--- config.mk ---
export PLATFORM = sky130hd
export DESIGN_NAME = elgamal_sign_verify_core_flat
export DESIGN_NICKNAME = d
export VERILOG_FILES = /design/src/rtl/esv_pkg.sv /design/src/rtl/esv_if.sv /design/src/rtl/elgamal_sign_verify_core.sv /design/src/rtl/esv_cell.sv /design/src/rtl/esv_mulmod.sv /design/src/rtl/esv_powmod.sv /design/src/flat_wrapper.sv
export SDC_FILE = /design/constraint.sdc
export NUM_CORES = 2
export LEC_CHECK = 0
export ABC_CLOCK_PERIOD_IN_PS = 23600
export BUFFER_PORTS_ARGS = -buffer_cell sky130_fd_sc_hd__buf_4
export CAP_MARGIN = 20
export CORE_MARGIN = 2
export CORE_UTILIZATION = 31
export DETAILED_ROUTE_END_ITERATION = 10
export PLACE_DENSITY_LB_ADDON = 0.08
export SLEW_MARGIN = 5
export SYNTH_ARGS = -nofsm -noshare
export SYNTH_HDL_FRONTEND = slang
export SYNTH_SLANG_ARGS = --single-unit
--- constraint.sdc ---
create_clock -name clk -period 23.6 [get_ports clk]
set_input_delay 0 -clock clk [delete_from_list [all_inputs] [get_ports clk]]
set_output_delay 0 -clock clk [all_outputs]
set_load 0.02 [all_outputs]
--- src/rtl/esv_pkg.sv ---
// Shared constants, types and register indexes of the ElGamal sign/verify core.
// No dependencies; every other file except esv_cell refers to it by scoped names.
package esv_pkg;

  localparam int MOD_BITS = 31;
  localparam int MOD_CW   = $clog2(MOD_BITS);

  localparam logic [MOD_BITS-1:0] RST_PRIME = MOD_BITS'(23);
  localparam logic [MOD_BITS-1:0] RST_GEN   = MOD_BITS'(5);
  localparam logic [MOD_BITS-1:0] RST_PRIV  = MOD_BITS'(6);

  localparam int CFG_AW = 4;
  localparam logic [1:0] REG_PRIME = 2'd0;
  localparam logic [1:0] REG_GEN   = 2'd1;
  localparam logic [1:0] REG_PRIV  = 2'd2;

  localparam logic REQ_SIGN   = 1'b0;
  localparam logic REQ_VERIFY = 1'b1;

  // One request to the exponent unit: a^b mod m, or a*b mod m with a/m quotient
  typedef struct packed {
    logic                pow;
    logic [MOD_BITS-1:0] a;
    logic [MOD_BITS-1:0] b;
    logic [MOD_BITS-1:0] m;
  } pm_op_t;

endpackage

--- src/rtl/esv_if.sv ---
// Handshake channels of the ElGamal core: request channel and result channel.
// Depends on esv_pkg for the field width.
interface esv_req_if;
  logic                         valid;
  logic                         ready;
  logic                         req_type;
  logic [esv_pkg::MOD_BITS-1:0] message;
  logic [esv_pkg::MOD_BITS-1:0] nonce;
  logic [esv_pkg::MOD_BITS-1:0] sig_r_in;
  logic [esv_pkg::MOD_BITS-1:0] sig_s_in;
  modport source (output valid, req_type, message, nonce, sig_r_in, sig_s_in, input ready);
  modport sink   (input valid, req_type, message, nonce, sig_r_in, sig_s_in, output ready);
endinterface

interface esv_res_if;
  logic                         valid;
  logic                         ready;
  logic [esv_pkg::MOD_BITS-1:0] public_key;
  logic [esv_pkg::MOD_BITS-1:0] sig_r_out;
  logic [esv_pkg::MOD_BITS-1:0] sig_s_out;
  logic                         valid_res;
  logic                         status;
  modport source (output valid, public_key, sig_r_out, sig_s_out, valid_res, status,
                  input ready);
  modport sink   (input valid, public_key, sig_r_out, sig_s_out, valid_res, status,
                  output ready);
endinterface

--- src/rtl/elgamal_sign_verify_core.sv ---
// ElGamal sign/verify engine: top level with APB registers and request sequencer.
// Depends on esv_pkg, esv_if (esv_req_if, esv_res_if), esv_powmod.
//
// Usage: program p, g and x through the APB port (byte addresses 0, 4, 8), then
// send requests on in_ch. req_type 0 signs message with nonce and returns
// public_key, sig_r_out, sig_s_out and status (1 when p is below three or the
// nonce has no inverse mod p-1). req_type 1 checks (sig_r_in, sig_s_in) against
// message and returns public_key and valid_res. One result leaves on out_ch for
// every request. All products and powers run on one bit-serial multiplier (a
// chain of one-bit cells). A sign request runs two exponentiations plus the
// extended Euclid loop (two products per step) and stops after the loop when the
// nonce has no inverse; a verify request runs four exponentiations and a product.
// A modulus below two goes straight to the result step. One request is in flight
// at a time; in_ch.ready is high only while the engine is idle. The result sits
// in an output register; while the receiver stalls it holds, and a finished
// request waits in its last step until the register is free. Reset loads
// p=23, g=5, x=6 and empties the engine and the output register.
module elgamal_sign_verify_core (
  input  logic                           clk,
  input  logic                           rst_n,
  esv_req_if.sink                        in_ch,
  esv_res_if.source                      out_ch,
  input  logic                           psel,
  input  logic                           penable,
  input  logic                           pwrite,
  input  logic [esv_pkg::CFG_AW-1:0]     paddr,
  input  logic [31:0]                    pwdata,
  output logic [31:0]                    prdata,
  output logic                           pready
);

  localparam int W = esv_pkg::MOD_BITS;

  typedef enum logic [14:0] {
    TS_IDLE = 15'h0001,
    TS_Y    = 15'h0002,
    TS_KMOD = 15'h0004,
    TS_CHK  = 15'h0008,
    TS_DIV  = 15'h0010,
    TS_TM   = 15'h0020,
    TS_R    = 15'h0040,
    TS_XR   = 15'h0080,
    TS_MN   = 15'h0100,
    TS_S    = 15'h0200,
    TS_V1   = 15'h0400,
    TS_YR   = 15'h0800,
    TS_RS   = 15'h1000,
    TS_V2   = 15'h2000,
    TS_FIN  = 15'h4000
  } ts_state_t;

  function automatic logic [W-1:0] sub_mod(input logic [W-1:0] a, input logic [W-1:0] b,
                                           input logic [W-1:0] m);
    sub_mod = (a >= b) ? (a - b) : (a + (m - b));
  endfunction

  // configuration registers
  logic [W-1:0] p_r, g_r, x_r;
  logic         cfg_wr;

  ts_state_t    st_r, st_nxt;
  logic         issued_r, issued_nxt;
  logic         kind_r, kind_nxt;
  logic [W-1:0] msg_r, msg_nxt, k_r, k_nxt, rin_r, rin_nxt, sin_r, sin_nxt;
  logic [W-1:0] n_r, n_nxt, y_r, y_nxt, sr_r, sr_nxt, ss_r, ss_nxt;
  logic         vres_r, vres_nxt, stat_r, stat_nxt;
  logic [W-1:0] r0_r, r0_nxt, r1_r, r1_nxt, t0_r, t0_nxt, t1_r, t1_nxt;
  logic [W-1:0] tmp_r, tmp_nxt, q_r, q_nxt;

  logic         ov_r, ov_nxt;
  logic [W-1:0] o_y_r, o_y_nxt, o_r_r, o_r_nxt, o_s_r, o_s_nxt;
  logic         o_v_r, o_v_nxt, o_st_r, o_st_nxt;

  esv_pkg::pm_op_t pm_op;
  logic            pm_start, pm_done, op_state;
  logic [W-1:0]    pm_res, pm_quo;
  logic            in_fire;

  assign cfg_wr  = psel && penable && pwrite && pready;
  assign pready  = 1'b1;
  assign in_fire = in_ch.valid && in_ch.ready;
  assign in_ch.ready = (st_r == TS_IDLE);

  always_ff @(posedge clk) begin
    if (!rst_n) begin
      p_r <= esv_pkg::RST_PRIME;
      g_r <= esv_pkg::RST_GEN;
      x_r <= esv_pkg::RST_PRIV;
    end else if (cfg_wr) begin
      unique case (paddr[3:2])
        esv_pkg::REG_PRIME: p_r <= pwdata[W-1:0];
        esv_pkg::REG_GEN:   g_r <= pwdata[W-1:0];
        esv_pkg::REG_PRIV:  x_r <= pwdata[W-1:0];
        default: ;
      endcase
    end
  end

  always_comb begin
    unique case (paddr[3:2])
      esv_pkg::REG_PRIME: prdata = 32'(p_r);
      esv_pkg::REG_GEN:   prdata = 32'(g_r);
      esv_pkg::REG_PRIV:  prdata = 32'(x_r);
      default:            prdata = '0;
    endcase
  end

  // operand selection for the exponent unit
  always_comb begin
    op_state = 1'b1;
    pm_op    = '{pow: 1'b0, a: g_r, b: W'(1), m: n_r};
    unique case (st_r)
      TS_Y:    pm_op = '{pow: 1'b1, a: g_r,   b: x_r,   m: p_r};
      TS_KMOD: pm_op = '{pow: 1'b0, a: k_r,   b: W'(1), m: n_r};
      TS_DIV:  pm_op = '{pow: 1'b0, a: r0_r,  b: W'(1), m: r1_r};
      TS_TM:   pm_op = '{pow: 1'b0, a: q_r,   b: t1_r,  m: n_r};
      TS_R:    pm_op = '{pow: 1'b1, a: g_r,   b: k_r,   m: p_r};
      TS_XR:   pm_op = '{pow: 1'b0, a: x_r,   b: sr_r,  m: n_r};
      TS_MN:   pm_op = '{pow: 1'b0, a: msg_r, b: W'(1), m: n_r};
      TS_S:    pm_op = '{pow: 1'b0, a: t0_r,  b: r1_r,  m: n_r};
      TS_V1:   pm_op = '{pow: 1'b1, a: g_r,   b: msg_r, m: p_r};
      TS_YR:   pm_op = '{pow: 1'b1, a: y_r,   b: rin_r, m: p_r};
      TS_RS:   pm_op = '{pow: 1'b1, a: rin_r, b: sin_r, m: p_r};
      TS_V2:   pm_op = '{pow: 1'b0, a: r0_r,  b: r1_r,  m: p_r};
      default: op_state = 1'b0;
    endcase
  end

  assign pm_start = op_state && !issued_r;

  esv_powmod u_pow (
    .clk   (clk),
    .rst_n (rst_n),
    .start (pm_start),
    .op    (pm_op),
    .done  (pm_done),
    .res   (pm_res),
    .quo   (pm_quo)
  );

  always_comb begin
    st_nxt     = st_r;
    issued_nxt = issued_r;
    kind_nxt   = kind_r;
    msg_nxt    = msg_r;
    k_nxt      = k_r;
    rin_nxt    = rin_r;
    sin_nxt    = sin_r;
    n_nxt      = n_r;
    y_nxt      = y_r;
    sr_nxt     = sr_r;
    ss_nxt     = ss_r;
    vres_nxt   = vres_r;
    stat_nxt   = stat_r;
    r0_nxt     = r0_r;
    r1_nxt     = r1_r;
    t0_nxt     = t0_r;
    t1_nxt     = t1_r;
    tmp_nxt    = tmp_r;
    q_nxt      = q_r;
    ov_nxt     = ov_r && !out_ch.ready;
    o_y_nxt    = o_y_r;
    o_r_nxt    = o_r_r;
    o_s_nxt    = o_s_r;
    o_v_nxt    = o_v_r;
    o_st_nxt   = o_st_r;

    if (pm_start) begin
      issued_nxt = 1'b1;
    end
    if (pm_done) begin
      issued_nxt = 1'b0;
    end

    unique case (st_r)
      TS_IDLE: begin
        if (in_fire) begin
          kind_nxt = in_ch.req_type;
          msg_nxt  = in_ch.message;
          k_nxt    = in_ch.nonce;
          rin_nxt  = in_ch.sig_r_in;
          sin_nxt  = in_ch.sig_s_in;
          n_nxt    = p_r - W'(1);
          y_nxt    = '0;
          sr_nxt   = '0;
          ss_nxt   = '0;
          vres_nxt = 1'b0;
          stat_nxt = 1'b0;
          if (p_r >= W'(2)) begin
            st_nxt = TS_Y;
          end else begin
            stat_nxt = (in_ch.req_type == esv_pkg::REQ_SIGN);
            st_nxt   = TS_FIN;
          end
        end
      end
      TS_Y: begin
        if (pm_done) begin
          y_nxt = pm_res;
          if (kind_r == esv_pkg::REQ_VERIFY) begin
            st_nxt = TS_V1;
          end else if (n_r >= W'(2)) begin
            r0_nxt = n_r;
            t0_nxt = '0;
            t1_nxt = W'(1);
            st_nxt = TS_KMOD;
          end else begin
            stat_nxt = 1'b1;
            st_nxt   = TS_FIN;
          end
        end
      end
      TS_KMOD: begin
        if (pm_done) begin
          r1_nxt = pm_res;
          st_nxt = TS_CHK;
        end
      end
      TS_CHK: begin
        if (r1_r == '0) begin
          if (r0_r == W'(1)) begin
            st_nxt = TS_R;
          end else begin
            stat_nxt = 1'b1;
            st_nxt   = TS_FIN;
          end
        end else begin
          st_nxt = TS_DIV;
        end
      end
      TS_DIV: begin
        if (pm_done) begin
          q_nxt   = pm_quo;
          tmp_nxt = pm_res;
          st_nxt  = TS_TM;
        end
      end
      TS_TM: begin
        if (pm_done) begin
          t1_nxt = sub_mod(t0_r, pm_res, n_r);
          t0_nxt = t1_r;
          r0_nxt = r1_r;
          r1_nxt = tmp_r;
          st_nxt = TS_CHK;
        end
      end
      TS_R: begin
        if (pm_done) begin
          sr_nxt = pm_res;
          st_nxt = TS_XR;
        end
      end
      TS_XR: begin
        if (pm_done) begin
          tmp_nxt = pm_res;
          st_nxt  = TS_MN;
        end
      end
      TS_MN: begin
        if (pm_done) begin
          r1_nxt = sub_mod(pm_res, tmp_r, n_r);
          st_nxt = TS_S;
        end
      end
      TS_S: begin
        if (pm_done) begin
          ss_nxt = pm_res;
          st_nxt = TS_FIN;
        end
      end
      TS_V1: begin
        if (pm_done) begin
          tmp_nxt = pm_res;
          st_nxt  = TS_YR;
        end
      end
      TS_YR: begin
        if (pm_done) begin
          r0_nxt = pm_res;
          st_nxt = TS_RS;
        end
      end
      TS_RS: begin
        if (pm_done) begin
          r1_nxt = pm_res;
          st_nxt = TS_V2;
        end
      end
      TS_V2: begin
        if (pm_done) begin
          vres_nxt = (pm_res == tmp_r);
          st_nxt   = TS_FIN;
        end
      end
      TS_FIN: begin
        // hold until the output register is free
        if (!ov_r) begin
          ov_nxt   = 1'b1;
          o_y_nxt  = y_r;
          o_r_nxt  = sr_r;
          o_s_nxt  = ss_r;
          o_v_nxt  = vres_r;
          o_st_nxt = stat_r;
          st_nxt   = TS_IDLE;
        end
      end
      default: st_nxt = TS_IDLE;
    endcase
  end

  always_ff @(posedge clk) begin
    if (!rst_n) begin
      st_r     <= TS_IDLE;
      issued_r <= 1'b0;
      ov_r     <= 1'b0;
    end else begin
      st_r     <= st_nxt;
      issued_r <= issued_nxt;
      ov_r     <= ov_nxt;
    end
    kind_r <= kind_nxt;
    msg_r  <= msg_nxt;
    k_r    <= k_nxt;
    rin_r  <= rin_nxt;
    sin_r  <= sin_nxt;
    n_r    <= n_nxt;
    y_r    <= y_nxt;
    sr_r   <= sr_nxt;
    ss_r   <= ss_nxt;
    vres_r <= vres_nxt;
    stat_r <= stat_nxt;
    r0_r   <= r0_nxt;
    r1_r   <= r1_nxt;
    t0_r   <= t0_nxt;
    t1_r   <= t1_nxt;
    tmp_r  <= tmp_nxt;
    q_r    <= q_nxt;
    o_y_r  <= o_y_nxt;
    o_r_r  <= o_r_nxt;
    o_s_r  <= o_s_nxt;
    o_v_r  <= o_v_nxt;
    o_st_r <= o_st_nxt;
  end

  assign out_ch.valid      = ov_r;
  assign out_ch.public_key = o_y_r;
  assign out_ch.sig_r_out  = o_r_r;
  assign out_ch.sig_s_out  = o_s_r;
  assign out_ch.valid_res  = o_v_r;
  assign out_ch.status     = o_st_r;

endmodule

--- src/rtl/esv_cell.sv ---
// One bit cell of the operand chain: loads in parallel or takes its neighbour's bit.
// No dependencies.
module esv_cell (
  input  logic clk,
  input  logic load,
  input  logic load_bit,
  input  logic shift,
  input  logic shift_in,
  output logic bit_q
);

  logic bit_r;

  always_ff @(posedge clk) begin
    if (load) begin
      bit_r <= load_bit;
    end else if (shift) begin
      bit_r <= shift_in;
    end
  end

  assign bit_q = bit_r;

endmodule

--- src/rtl/esv_mulmod.sv ---
// Bit-serial modular multiplier over a chain of esv_cell: reduces a mod m (giving
// a/m as quotient), then forms a*b mod m MSB first. Depends on esv_pkg, esv_cell.
module esv_mulmod (
  input  logic                         clk,
  input  logic                         rst_n,
  input  logic                         start,
  input  logic [esv_pkg::MOD_BITS-1:0] a,
  input  logic [esv_pkg::MOD_BITS-1:0] b,
  input  logic [esv_pkg::MOD_BITS-1:0] m,
  output logic                         done,
  output logic [esv_pkg::MOD_BITS-1:0] res,
  output logic [esv_pkg::MOD_BITS-1:0] quo
);

  localparam int W  = esv_pkg::MOD_BITS;
  localparam int CW = esv_pkg::MOD_CW;

  typedef enum logic [2:0] {
    MM_IDLE = 3'b001,
    MM_RED  = 3'b010,
    MM_MUL  = 3'b100
  } mm_state_t;

  mm_state_t      state_r, state_nxt;
  logic [CW-1:0]  cnt_r, cnt_nxt;
  logic [W-1:0]   acc_r, acc_nxt;
  logic [W-1:0]   ared_r, ared_nxt;
  logic [W-1:0]   b_r, b_nxt;
  logic [W-1:0]   m_r, m_nxt;
  logic [W-1:0]   quo_r, quo_nxt;
  logic           done_r, done_nxt;

  logic [W-1:0]   chain;
  logic           top_bit;
  logic           last;
  logic           ch_load, ch_shift, ch_in;
  logic [W-1:0]   ch_load_val;

  logic [W:0]     red_t, red_sub, dbl, dbl_sub, sum, sum_sub, mw;
  logic           red_ge;
  logic [W-1:0]   red_val, dbl_val, sum_val;

  assign top_bit = chain[W-1];
  assign last    = (cnt_r == CW'(W - 1));
  assign mw      = {1'b0, m_r};

  // Horner step: 2*acc + bit, one conditional subtract
  assign red_t   = {acc_r, top_bit};
  assign red_sub = red_t - mw;
  assign red_ge  = (red_t >= mw);
  assign red_val = red_ge ? red_sub[W-1:0] : red_t[W-1:0];

  // Double, then add the reduced multiplicand when the bit is set
  assign dbl     = {acc_r, 1'b0};
  assign dbl_sub = dbl - mw;
  assign dbl_val = (dbl >= mw) ? dbl_sub[W-1:0] : dbl[W-1:0];
  assign sum     = {1'b0, dbl_val} + {1'b0, (top_bit ? ared_r : {W{1'b0}})};
  assign sum_sub = sum - mw;
  assign sum_val = (sum >= mw) ? sum_sub[W-1:0] : sum[W-1:0];

  assign ch_load     = (start && (state_r == MM_IDLE)) || ((state_r == MM_RED) && last);
  assign ch_load_val = (state_r == MM_IDLE) ? a : b_r;
  assign ch_shift    = (state_r == MM_RED) || (state_r == MM_MUL);
  assign ch_in       = (state_r == MM_RED) ? red_ge : 1'b0;

  for (genvar i = 0; i < W; i++) begin : g_chain
    esv_cell u_cell (
      .clk      (clk),
      .load     (ch_load),
      .load_bit (ch_load_val[i]),
      .shift    (ch_shift),
      .shift_in ((i == 0) ? ch_in : chain[(i == 0) ? 0 : i - 1]),
      .bit_q    (chain[i])
    );
  end

  always_comb begin
    state_nxt = state_r;
    cnt_nxt   = cnt_r;
    acc_nxt   = acc_r;
    ared_nxt  = ared_r;
    b_nxt     = b_r;
    m_nxt     = m_r;
    quo_nxt   = quo_r;
    done_nxt  = 1'b0;
    unique case (state_r)
      MM_IDLE: begin
        if (start) begin
          b_nxt     = b;
          m_nxt     = m;
          acc_nxt   = '0;
          cnt_nxt   = '0;
          state_nxt = MM_RED;
        end
      end
      MM_RED: begin
        acc_nxt = red_val;
        cnt_nxt = cnt_r + CW'(1);
        if (last) begin
          ared_nxt  = red_val;
          quo_nxt   = {chain[W-2:0], red_ge};
          acc_nxt   = '0;
          cnt_nxt   = '0;
          state_nxt = MM_MUL;
        end
      end
      MM_MUL: begin
        acc_nxt = sum_val;
        cnt_nxt = cnt_r + CW'(1);
        if (last) begin
          done_nxt  = 1'b1;
          state_nxt = MM_IDLE;
        end
      end
      default: state_nxt = MM_IDLE;
    endcase
  end

  always_ff @(posedge clk) begin
    if (!rst_n) begin
      state_r <= MM_IDLE;
      done_r  <= 1'b0;
      cnt_r   <= '0;
    end else begin
      state_r <= state_nxt;
      done_r  <= done_nxt;
      cnt_r   <= cnt_nxt;
    end
    acc_r  <= acc_nxt;
    ared_r <= ared_nxt;
    b_r    <= b_nxt;
    m_r    <= m_nxt;
    quo_r  <= quo_nxt;
  end

  assign done = done_r;
  assign res  = acc_r;
  assign quo  = quo_r;

endmodule

--- src/rtl/esv_powmod.sv ---
// Square-and-multiply exponent unit around esv_mulmod; also passes single products.
// Depends on esv_pkg, esv_mulmod.
module esv_powmod (
  input  logic                         clk,
  input  logic                         rst_n,
  input  logic                         start,
  input  esv_pkg::pm_op_t              op,
  output logic                         done,
  output logic [esv_pkg::MOD_BITS-1:0] res,
  output logic [esv_pkg::MOD_BITS-1:0] quo
);

  localparam int W  = esv_pkg::MOD_BITS;
  localparam int CW = esv_pkg::MOD_CW;

  typedef enum logic [3:0] {
    PM_IDLE = 4'b0001,
    PM_SQ   = 4'b0010,
    PM_MU   = 4'b0100,
    PM_ML   = 4'b1000
  } pm_state_t;

  pm_state_t     state_r, state_nxt;
  logic          go_r, go_nxt;
  logic          done_r, done_nxt;
  logic [CW-1:0] cnt_r, cnt_nxt;
  logic [W-1:0]  acc_r, acc_nxt;
  logic [W-1:0]  base_r, base_nxt;
  logic [W-1:0]  e_r, e_nxt;
  logic [W-1:0]  m_r, m_nxt;

  logic [W-1:0]  mm_a, mm_b, mm_res;
  logic          mm_done;

  always_comb begin
    mm_a = base_r;
    mm_b = e_r;
    unique case (state_r)
      PM_SQ: begin
        mm_a = acc_r;
        mm_b = acc_r;
      end
      PM_MU: begin
        mm_a = base_r;
        mm_b = acc_r;
      end
      default: begin
        mm_a = base_r;
        mm_b = e_r;
      end
    endcase
  end

  esv_mulmod u_mul (
    .clk   (clk),
    .rst_n (rst_n),
    .start (go_r),
    .a     (mm_a),
    .b     (mm_b),
    .m     (m_r),
    .done  (mm_done),
    .res   (mm_res),
    .quo   (quo)
  );

  always_comb begin
    state_nxt = state_r;
    go_nxt    = 1'b0;
    done_nxt  = 1'b0;
    cnt_nxt   = cnt_r;
    acc_nxt   = acc_r;
    base_nxt  = base_r;
    e_nxt     = e_r;
    m_nxt     = m_r;
    unique case (state_r)
      PM_IDLE: begin
        if (start) begin
          base_nxt  = op.a;
          e_nxt     = op.b;
          m_nxt     = op.m;
          acc_nxt   = W'(1);
          cnt_nxt   = '0;
          go_nxt    = 1'b1;
          state_nxt = op.pow ? PM_SQ : PM_ML;
        end
      end
      PM_SQ, PM_MU: begin
        if (mm_done) begin
          acc_nxt = mm_res;
          if ((state_r == PM_SQ) && e_r[W-1]) begin
            go_nxt    = 1'b1;
            state_nxt = PM_MU;
          end else if (cnt_r == CW'(W - 1)) begin
            done_nxt  = 1'b1;
            state_nxt = PM_IDLE;
          end else begin
            // advance to the next exponent bit
            cnt_nxt   = cnt_r + CW'(1);
            e_nxt     = {e_r[W-2:0], 1'b0};
            go_nxt    = 1'b1;
            state_nxt = PM_SQ;
          end
        end
      end
      PM_ML: begin
        if (mm_done) begin
          acc_nxt   = mm_res;
          done_nxt  = 1'b1;
          state_nxt = PM_IDLE;
        end
      end
      default: state_nxt = PM_IDLE;
    endcase
  end

  always_ff @(posedge clk) begin
    if (!rst_n) begin
      state_r <= PM_IDLE;
      go_r    <= 1'b0;
      done_r  <= 1'b0;
      cnt_r   <= '0;
    end else begin
      state_r <= state_nxt;
      go_r    <= go_nxt;
      done_r  <= done_nxt;
      cnt_r   <= cnt_nxt;
    end
    acc_r  <= acc_nxt;
    base_r <= base_nxt;
    e_r    <= e_nxt;
    m_r    <= m_nxt;
  end

  assign done = done_r;
  assign res  = acc_r;

endmodule
--- src/flat_wrapper.sv ---
// flat-port wrapper written by rule: the top's interface ports become plain ports
module elgamal_sign_verify_core_flat 
  (clk, rst_n, psel, penable, pwrite, paddr, pwdata, prdata, pready, in_ch_valid, in_ch_req_type, in_ch_message, in_ch_nonce, in_ch_sig_r_in, in_ch_sig_s_in, in_ch_ready, out_ch_valid, out_ch_public_key, out_ch_sig_r_out, out_ch_sig_s_out, out_ch_valid_res, out_ch_status, out_ch_ready);
  esv_req_if in_ch_i ();
  esv_res_if out_ch_i ();
  input  logic clk;
  input  logic rst_n;
  input  logic psel;
  input  logic penable;
  input  logic pwrite;
  input  logic [esv_pkg::CFG_AW-1:0] paddr;
  input  logic [31:0] pwdata;
  output logic [31:0] prdata;
  output logic pready;
  input wire logic [$bits(in_ch_i.valid)-1:0] in_ch_valid;
  input wire logic [$bits(in_ch_i.req_type)-1:0] in_ch_req_type;
  input wire logic [$bits(in_ch_i.message)-1:0] in_ch_message;
  input wire logic [$bits(in_ch_i.nonce)-1:0] in_ch_nonce;
  input wire logic [$bits(in_ch_i.sig_r_in)-1:0] in_ch_sig_r_in;
  input wire logic [$bits(in_ch_i.sig_s_in)-1:0] in_ch_sig_s_in;
  output wire logic [$bits(in_ch_i.ready)-1:0] in_ch_ready;
  output wire logic [$bits(out_ch_i.valid)-1:0] out_ch_valid;
  output wire logic [$bits(out_ch_i.public_key)-1:0] out_ch_public_key;
  output wire logic [$bits(out_ch_i.sig_r_out)-1:0] out_ch_sig_r_out;
  output wire logic [$bits(out_ch_i.sig_s_out)-1:0] out_ch_sig_s_out;
  output wire logic [$bits(out_ch_i.valid_res)-1:0] out_ch_valid_res;
  output wire logic [$bits(out_ch_i.status)-1:0] out_ch_status;
  input wire logic [$bits(out_ch_i.ready)-1:0] out_ch_ready;
  assign in_ch_i.valid = in_ch_valid;
  assign in_ch_i.req_type = in_ch_req_type;
  assign in_ch_i.message = in_ch_message;
  assign in_ch_i.nonce = in_ch_nonce;
  assign in_ch_i.sig_r_in = in_ch_sig_r_in;
  assign in_ch_i.sig_s_in = in_ch_sig_s_in;
  assign in_ch_ready = in_ch_i.ready;
  assign out_ch_valid = out_ch_i.valid;
  assign out_ch_public_key = out_ch_i.public_key;
  assign out_ch_sig_r_out = out_ch_i.sig_r_out;
  assign out_ch_sig_s_out = out_ch_i.sig_s_out;
  assign out_ch_valid_res = out_ch_i.valid_res;
  assign out_ch_status = out_ch_i.status;
  assign out_ch_i.ready = out_ch_ready;
  elgamal_sign_verify_core u_core (.clk(clk), .rst_n(rst_n), .in_ch(in_ch_i), .out_ch(out_ch_i), .psel(psel), .penable(penable), .pwrite(pwrite), .paddr(paddr), .pwdata(pwdata), .prdata(prdata), .pready(pready));
endmodule
After elaboration in Yosys (flattened, before gate mapping)
Cells that the tools add are included.
{ "totals": {"inputBits": 168, "register_bits": 972, "elab_cells": 385, "output_inout_bits": 130} }
{ "classes": {"bitwise_logic": 3, "add_sub_neg": 13, "eq_ne": 58, "n_reduce_logical": 59, "mux": 170, "n_lt_le_gt_ge": 7} }
{ "ops": {"columns": ["operator", "count"], "rows": [
  ["one-hot mux 94 bit (12 select lines)", 1],
  ["2-to-1 mux 31 bit", 33],
  ["one-hot mux 31 bit (2 select lines)", 7],
  ["one-hot mux 31 bit (3 select lines)", 4],
  ["2-to-1 mux 15 bit", 17],
  ["subtractor 31 bit", 7],
  ["one-hot mux 15 bit (13 select lines)", 1],
  ["greater-or-equal comparator 32 x 31 -> 1 bit", 3],
  ["2-to-1 mux 1 bit", 84],
  ["adder 31 bit", 2],
  ["greater-or-equal comparator 31 x 2 -> 1 bit (second input constant)", 2],
  ["greater-or-equal comparator 31 bit", 2],
  ["inequality test 2 bit (second input constant)", 19],
  ["adder 31 x 31 -> 32 bit", 1],
  ["equality test 31 x 1 -> 1 bit (second input constant)", 1],
  ["equality test 31 bit", 1],
  ["zero test 31 bit", 1],
  ["subtractor 31 x 1 -> 31 bit (second input constant)", 1],
  ["2-to-1 mux 5 bit", 6],
  ["AND reduction 2 bit", 12],
  ["inequality test 2 x 1 -> 1 bit (second input constant)", 11],
  ["AND reduction 3 bit", 7],
  ["2-to-1 mux 4 bit", 4],
  ["nonzero test 2 bit", 8],
  ["other kinds (48)", 75]
]} }

Depth between registers and ports, before layout
{ "logic_depth": {"depth_word": 6, "depth_mapped": 38, "depth_no_buf": 33} }

Modules after synthesis
Synthesis repeated with hierarchy kept, for this count alone.
{ "hier_totals": {"hier_cells": 5268, "area_unflattened_um2": 55451.9} }
{ "by_module_without_submodules": {"columns": ["module", "instances", "area_per_inst_um2", "cells_each", "seq_area_each_um2"], "rows": [
  ["elgamal_sign_verify_core", 1, 34852.2, 3326, 18177.4],
  ["esv_mulmod", 1, 13108.8, 1368, 4834.6],
  ["esv_powmod", 1, 5900.7, 481, 3943.8],
  ["esv_cell", 31, 51.3, 3, 30.0]
]} }

Least setup slack after synthesis
No wires, ideal clock.
{ "synth_path": {"path_type": "flip-flop to flip-flop", "start": "reg u_core.u_pow.u_mul.acc_r[11], in the netlist u_core.u_pow.u_mul.res[11]", "end": "reg u_core.u_pow.u_mul.acc_r[18], in the netlist u_core.u_pow.u_mul.res[18], data pin", "period_less_slack_ns": 7.491, "setup_ns": 0.262, "t_arrival_ns": 7.229, "path_stages_with_launch": 34, "t_required_ns": 23.338, "slack_ns": 16.109, "n_path_buf": 6, "path_cell_list": "edfxtp_1 > ha_1 > clkbuf_1 > nand4_1 > or3_1 > o21ai_0 > a41oi_1 > o21a_1 > clkbuf_1 > clkbuf_1 > nor2_1 > ha_1 > inv_1 > fa_1 > nor2b_1 > o31ai_1 > a21oi_1 > a41oi_1 > o21a_1 > o31ai_1 > a211o_1 > xor2_1 > ha_1 > clkbuf_1 > o21a_1 > o21a_1 > a221oi_1 > o21ai_0 > o21ai_0 > o311a_1 > clkbuf_1 > clkbuf_1 > mux2i_1 > o2bb2ai_1"} }
{ "synth_via": {"elab_chain_cells": 6, "word_cells_on_any_way": 12, "cone_classes": "add/sub: 4; order compare: 3; mux: 5"} }
{ "synth_lines": {"columns": ["item", "line_no", "source"], "rows": [
  ["start, declared", "esv_mulmod.sv:26", "logic [W-1:0] acc_r, acc_nxt;"],
  ["start signal, assigned", "esv_mulmod.sv:129", "acc_r <= acc_nxt;"],
  ["subtractor 31 bit or greater-or-equal comparator 32 x 31 -> 1 bit (tied branches)", "esv_mulmod.sv:55, esv_mulmod.sv:56", null],
  ["2-to-1 mux 31 bit", "esv_mulmod.sv:56", "assign dbl_val = (dbl >= mw) ? dbl_sub[W-1:0] : dbl[W-1:0];"],
  ["adder 31 x 31 -> 32 bit", "esv_mulmod.sv:57", "assign sum = {1'b0, dbl_val} + {1'b0, (top_bit ? ared_r : {W{1'b0}})};"],
  ["subtractor 31 bit or greater-or-equal comparator 32 x 31 -> 1 bit (tied branches)", "esv_mulmod.sv:58, esv_mulmod.sv:59", null],
  ["2-to-1 mux 31 bit", "esv_mulmod.sv:59", "assign sum_val = (sum >= mw) ? sum_sub[W-1:0] : sum[W-1:0];"],
  ["one-hot mux 31 bit (3 select lines) *", "esv_mulmod.sv:86", "unique case (state_r)"],
  ["named net u_core.u_pow.u_mul.acc_nxt[18]", "esv_mulmod.sv:26", null]
]} }
Mark *: on every way through the listed nets, which the timed path passes. The rest lies on a longest branch.
A chain may end at the register's enable or synchronous reset.

Worst setup path in the final report
{ "layout_path": {"start": "reg u_core.u_pow.u_mul.m_r[0]", "end": "reg u_core.u_pow.u_mul.acc_r[29], in the netlist u_core.u_pow.u_mul.res[29], data pin"} }
{ "layout_via": {"elab_chain_cells": 6, "word_cells_on_any_way": 12, "cone_classes": "add/sub: 4; order compare: 3; mux: 5"} }
{ "layout_lines": {"columns": ["item", "line_no", "source"], "rows": [
  ["start, declared", "esv_mulmod.sv:29", "logic [W-1:0] m_r, m_nxt;"],
  ["start signal, assigned", "esv_mulmod.sv:132", "m_r <= m_nxt;"],
  ["subtractor 31 bit or greater-or-equal comparator 32 x 31 -> 1 bit (tied branches)", "esv_mulmod.sv:55, esv_mulmod.sv:56", null],
  ["2-to-1 mux 31 bit", "esv_mulmod.sv:56", null],
  ["adder 31 x 31 -> 32 bit", "esv_mulmod.sv:57", null],
  ["subtractor 31 bit or greater-or-equal comparator 32 x 31 -> 1 bit (tied branches)", "esv_mulmod.sv:58, esv_mulmod.sv:59", null],
  ["2-to-1 mux 31 bit", "esv_mulmod.sv:59", null],
  ["one-hot mux 31 bit (3 select lines) *", "esv_mulmod.sv:86", null],
  ["named net u_core.u_pow.u_mul.acc_nxt[29]", "esv_mulmod.sv:26", null]
]} }
Marked as above.

==> results_dict.tcl <==
set metrics [dict create \
    drt_first_pass_iters 9 \
    hold-path-cell-count 4 \
    finalNetCount 6154 \
    drive_gt1_share_pct 11.63 \
    skew_ns 0.04883 \
    critPathRequiredTime_ns 24.10 \
    maxClockFrequency_mhz 99.15 \
    type_of_the_worst_setup_path "flip-flop to flip-flop" \
    timing.critical_path.arrival_ns 10.59 \
    rrSetupSlack_ns 13.51 \
    grt_pass1_vias 43960 \
    worstMarginPinSlew_ns 1.169 \
    global_route.overflow_total 0 \
    start_util_pct 31.20 \
    max_cap_check_violation_count 0 \
    cts_made_buffers 114 \
    most_common_cell_after_layout_fill_and_taps_aside "sky130_fd_sc_hd__edfxtp_1" \
    status "finished clean" \
    grt_pass1_wl_um 330300 \
    die_area_mm2 0.1785 \
    worstSetupStartpointType "flip-flop" \
    syn-num-nets 5622 \
    cts_setup_buffers 0 \
    ir_drop_uv 62.53 \
    fp.coreArea_mm2 0.1740 \
    grt_antenna_before_repair 12 \
    reg2regPathDepth 34 \
    multi_input_comb_area_mm2 0.02431 \
    yosys_warnings 0 \
    postRouteWirelength_um 235500 \
    critPathMaxFanout 59 \
    fp.dieH_um 422.5 \
    synth_area_mm2 0.05430 \
    first_iter_violations 4436 \
    pre_cts_slack_ns 13.56 \
    final.setup.tns_ns 0 \
    finalMaxSlewViolations 0 \
    detailroute.via_count 44282 \
    final.period_utilization_pct 42.73 \
    path_common_cell "sky130_fd_sc_hd__o21ai_0" \
    timing.slew.headroom_pct 21.38 \
    num_rows 153 \
    maximum_number_of_buffers_from_clock_root_to_sink 3 \
    critical_path.slowest_cell "sky130_fd_sc_hd__o21ai_0" \
    worst_setup_path_endpoint "u_core.u_pow.u_mul.res[29]" \
    gp_congestion 0.9299 \
    setup-violations-final 0 \
    ys_ff_latch 972 \
    cts_tree "done" \
    area_growth_syn_to_layout_pct 22.19 \
    ys_dominant_reg_cell "sky130_fd_sc_hd__edfxtp_1" \
    seqCellArea_mm2 0.02789 \
    clk_transition_reported_paths_ns 0.06 \
    synth-edff-count 842 \
    io_buffers 292 \
    synthesis.instances 5163 \
    die_width_um 422.5 \
    gr-usage-all-layers_pct 25.73 \
    synth_sequential_area_ratio_pct 51.36 \
    rsz0062_at_grt "false" \
    vias_per_cell 5.453 \
    finalHoldViolations 0 \
    cts_root_buffer "sky130_fd_sc_hd__clkbuf_16" \
    finalWorstSetupSlack_ns 13.51 \
    synth_area_per_cell_um2 10.52 \
    drc 0 \
    netlist-cell-type-count 82 \
    r2r_end "u_core.u_pow.u_mul.res[29]" \
    cts_max_level 3 \
    hold_path.class "input port to flip-flop" \
    wire_per_inst_um 29.00 \
    worstHoldStart "pwdata[1]" \
    route.antenna.remaining_nets 0 \
    critical_path.max_stage_delay_ns 0.63 \
    grt_max_degree 76 \
    filler_cell_count 17197 \
    num_io_pins 298 \
    critPathLaunch "u_core.u_pow.u_mul.m_r[0]" \
    post_cts_resized 0 \
    detailedPlacementHpwl_um 170000 \
    ctsHoldBuffers 292 \
    post-route-min-period_ns 10.09 \
    clock-sinks 972 \
    p_leak_uw 0.02545 \
    timing.critical_path.to_type "flip-flop" \
    postSynth.asyncResetShare_pct 0 \
    power_density_mw_per_mm2 107.9 \
    rr_startpoint "u_core.u_pow.u_mul.m_r[0]" \
    layout.cells.most_common_list "842 x sky130_fd_sc_hd__edfxtp_1, 651 x sky130_fd_sc_hd__nand2_1, 395 x sky130_fd_sc_hd__buf_4" \
    clkLatencyLatePin_ns 0.77 \
]
-- layout make-up --
type | instances | share of cell area, %
diodes | 1 | 0.003772
clock buffers | 140 | 4.681
clock inverters | 75 | 1.428
inverters | 338 | 1.920
multi-input cells | 3581 | 36.64
flip-flops and latches | 972 | 42.03
well taps | 2325 | 4.384
repair buffers | 688 | 8.916
-- critical path: cells and delay by family (launching register included) --
kind	cells	cell delay (ns)
AO/OA/AOI/OAI	15	4.45
XOR/XNOR	1	0.09
adder cells (fa/ha/maj)	3	1.40
buffers and inverters	4	0.94
flip-flops	1	0.58
multiplexers	1	0.27
AND/OR/NAND/NOR	10	2.03
-- through the flow --
stage	total power [µW]	utilization, %	hold slack, ns	cells	cell area, µm²
global route	7543	38.13	0.04223	8119	66350
floorplan	4164	-	0.09887	5163	54300
global placement	5174	34.10	0.1791	7610	59340
detailed placement	5174	34.10	0.1793	7611	59340
finish	7156	38.13	0.06798	8120	66350
CTS	7185	38.11	0.007732	8118	66320
-- cell families after synthesis --
family / synth area share (%)
simple gates: 13.02
flops: 51.36
mux: 1.901
compound gates: 17.92
xor+xnor: 3.936
fa+ha+maj: 7.618
other cells: 0.01383
buf+inv: 4.233
-- where the power goes --
| group | switching [µW] | internal, µW | leakage [µW] |
|---|---|---|---|
| clock network | 791 | 1150 | 0.00195 |
| logic | 1850 | 1010 | 0.0148 |
| registers | 175 | 2180 | 0.00871 |
-- synth_stat cells, drive strengths merged (45+ instances only) --
cell	number	share of area [%]
o21ai	338	3.1
a221o	49	0.90
inv	338	2.3
nor2b	63	0.73
fa	66	2.4
xor2	101	1.6
edfxtp	842	47
nor4	45	0.53
nor3	51	0.47
ha	225	5.2
nor2	269	1.9
a21boi	97	1.3
a222oi	91	1.7
clkbuf	256	1.8
nand3	83	0.77
nand4	47	0.54
and2	144	1.7
a22oi	142	2.0
dfxtp	130	4.8
nand2	652	4.5
a21o	123	1.7
xnor2	143	2.3
a21oi	307	2.8
mux2i	75	1.4
-- layer usage --
layer	global-route usage, %	part of all wire, %
met1	33.96	43
met5	0	0
met3	3.348	5.3
met4	10.26	4.4
met2	42.63	47
-- worst min path at each step --
stage                       end
6_report          u_core.x_r[1]
5_1_grt        u_core.rin_r[15]
4_1_cts        u_core.rin_r[15]
3_5_place_dp      u_core.k_r[3]
3_3_place_gp   u_core.msg_r[27]
2_1_floorplan     u_core.k_r[0]
Power figures use the tool's default switching activity.
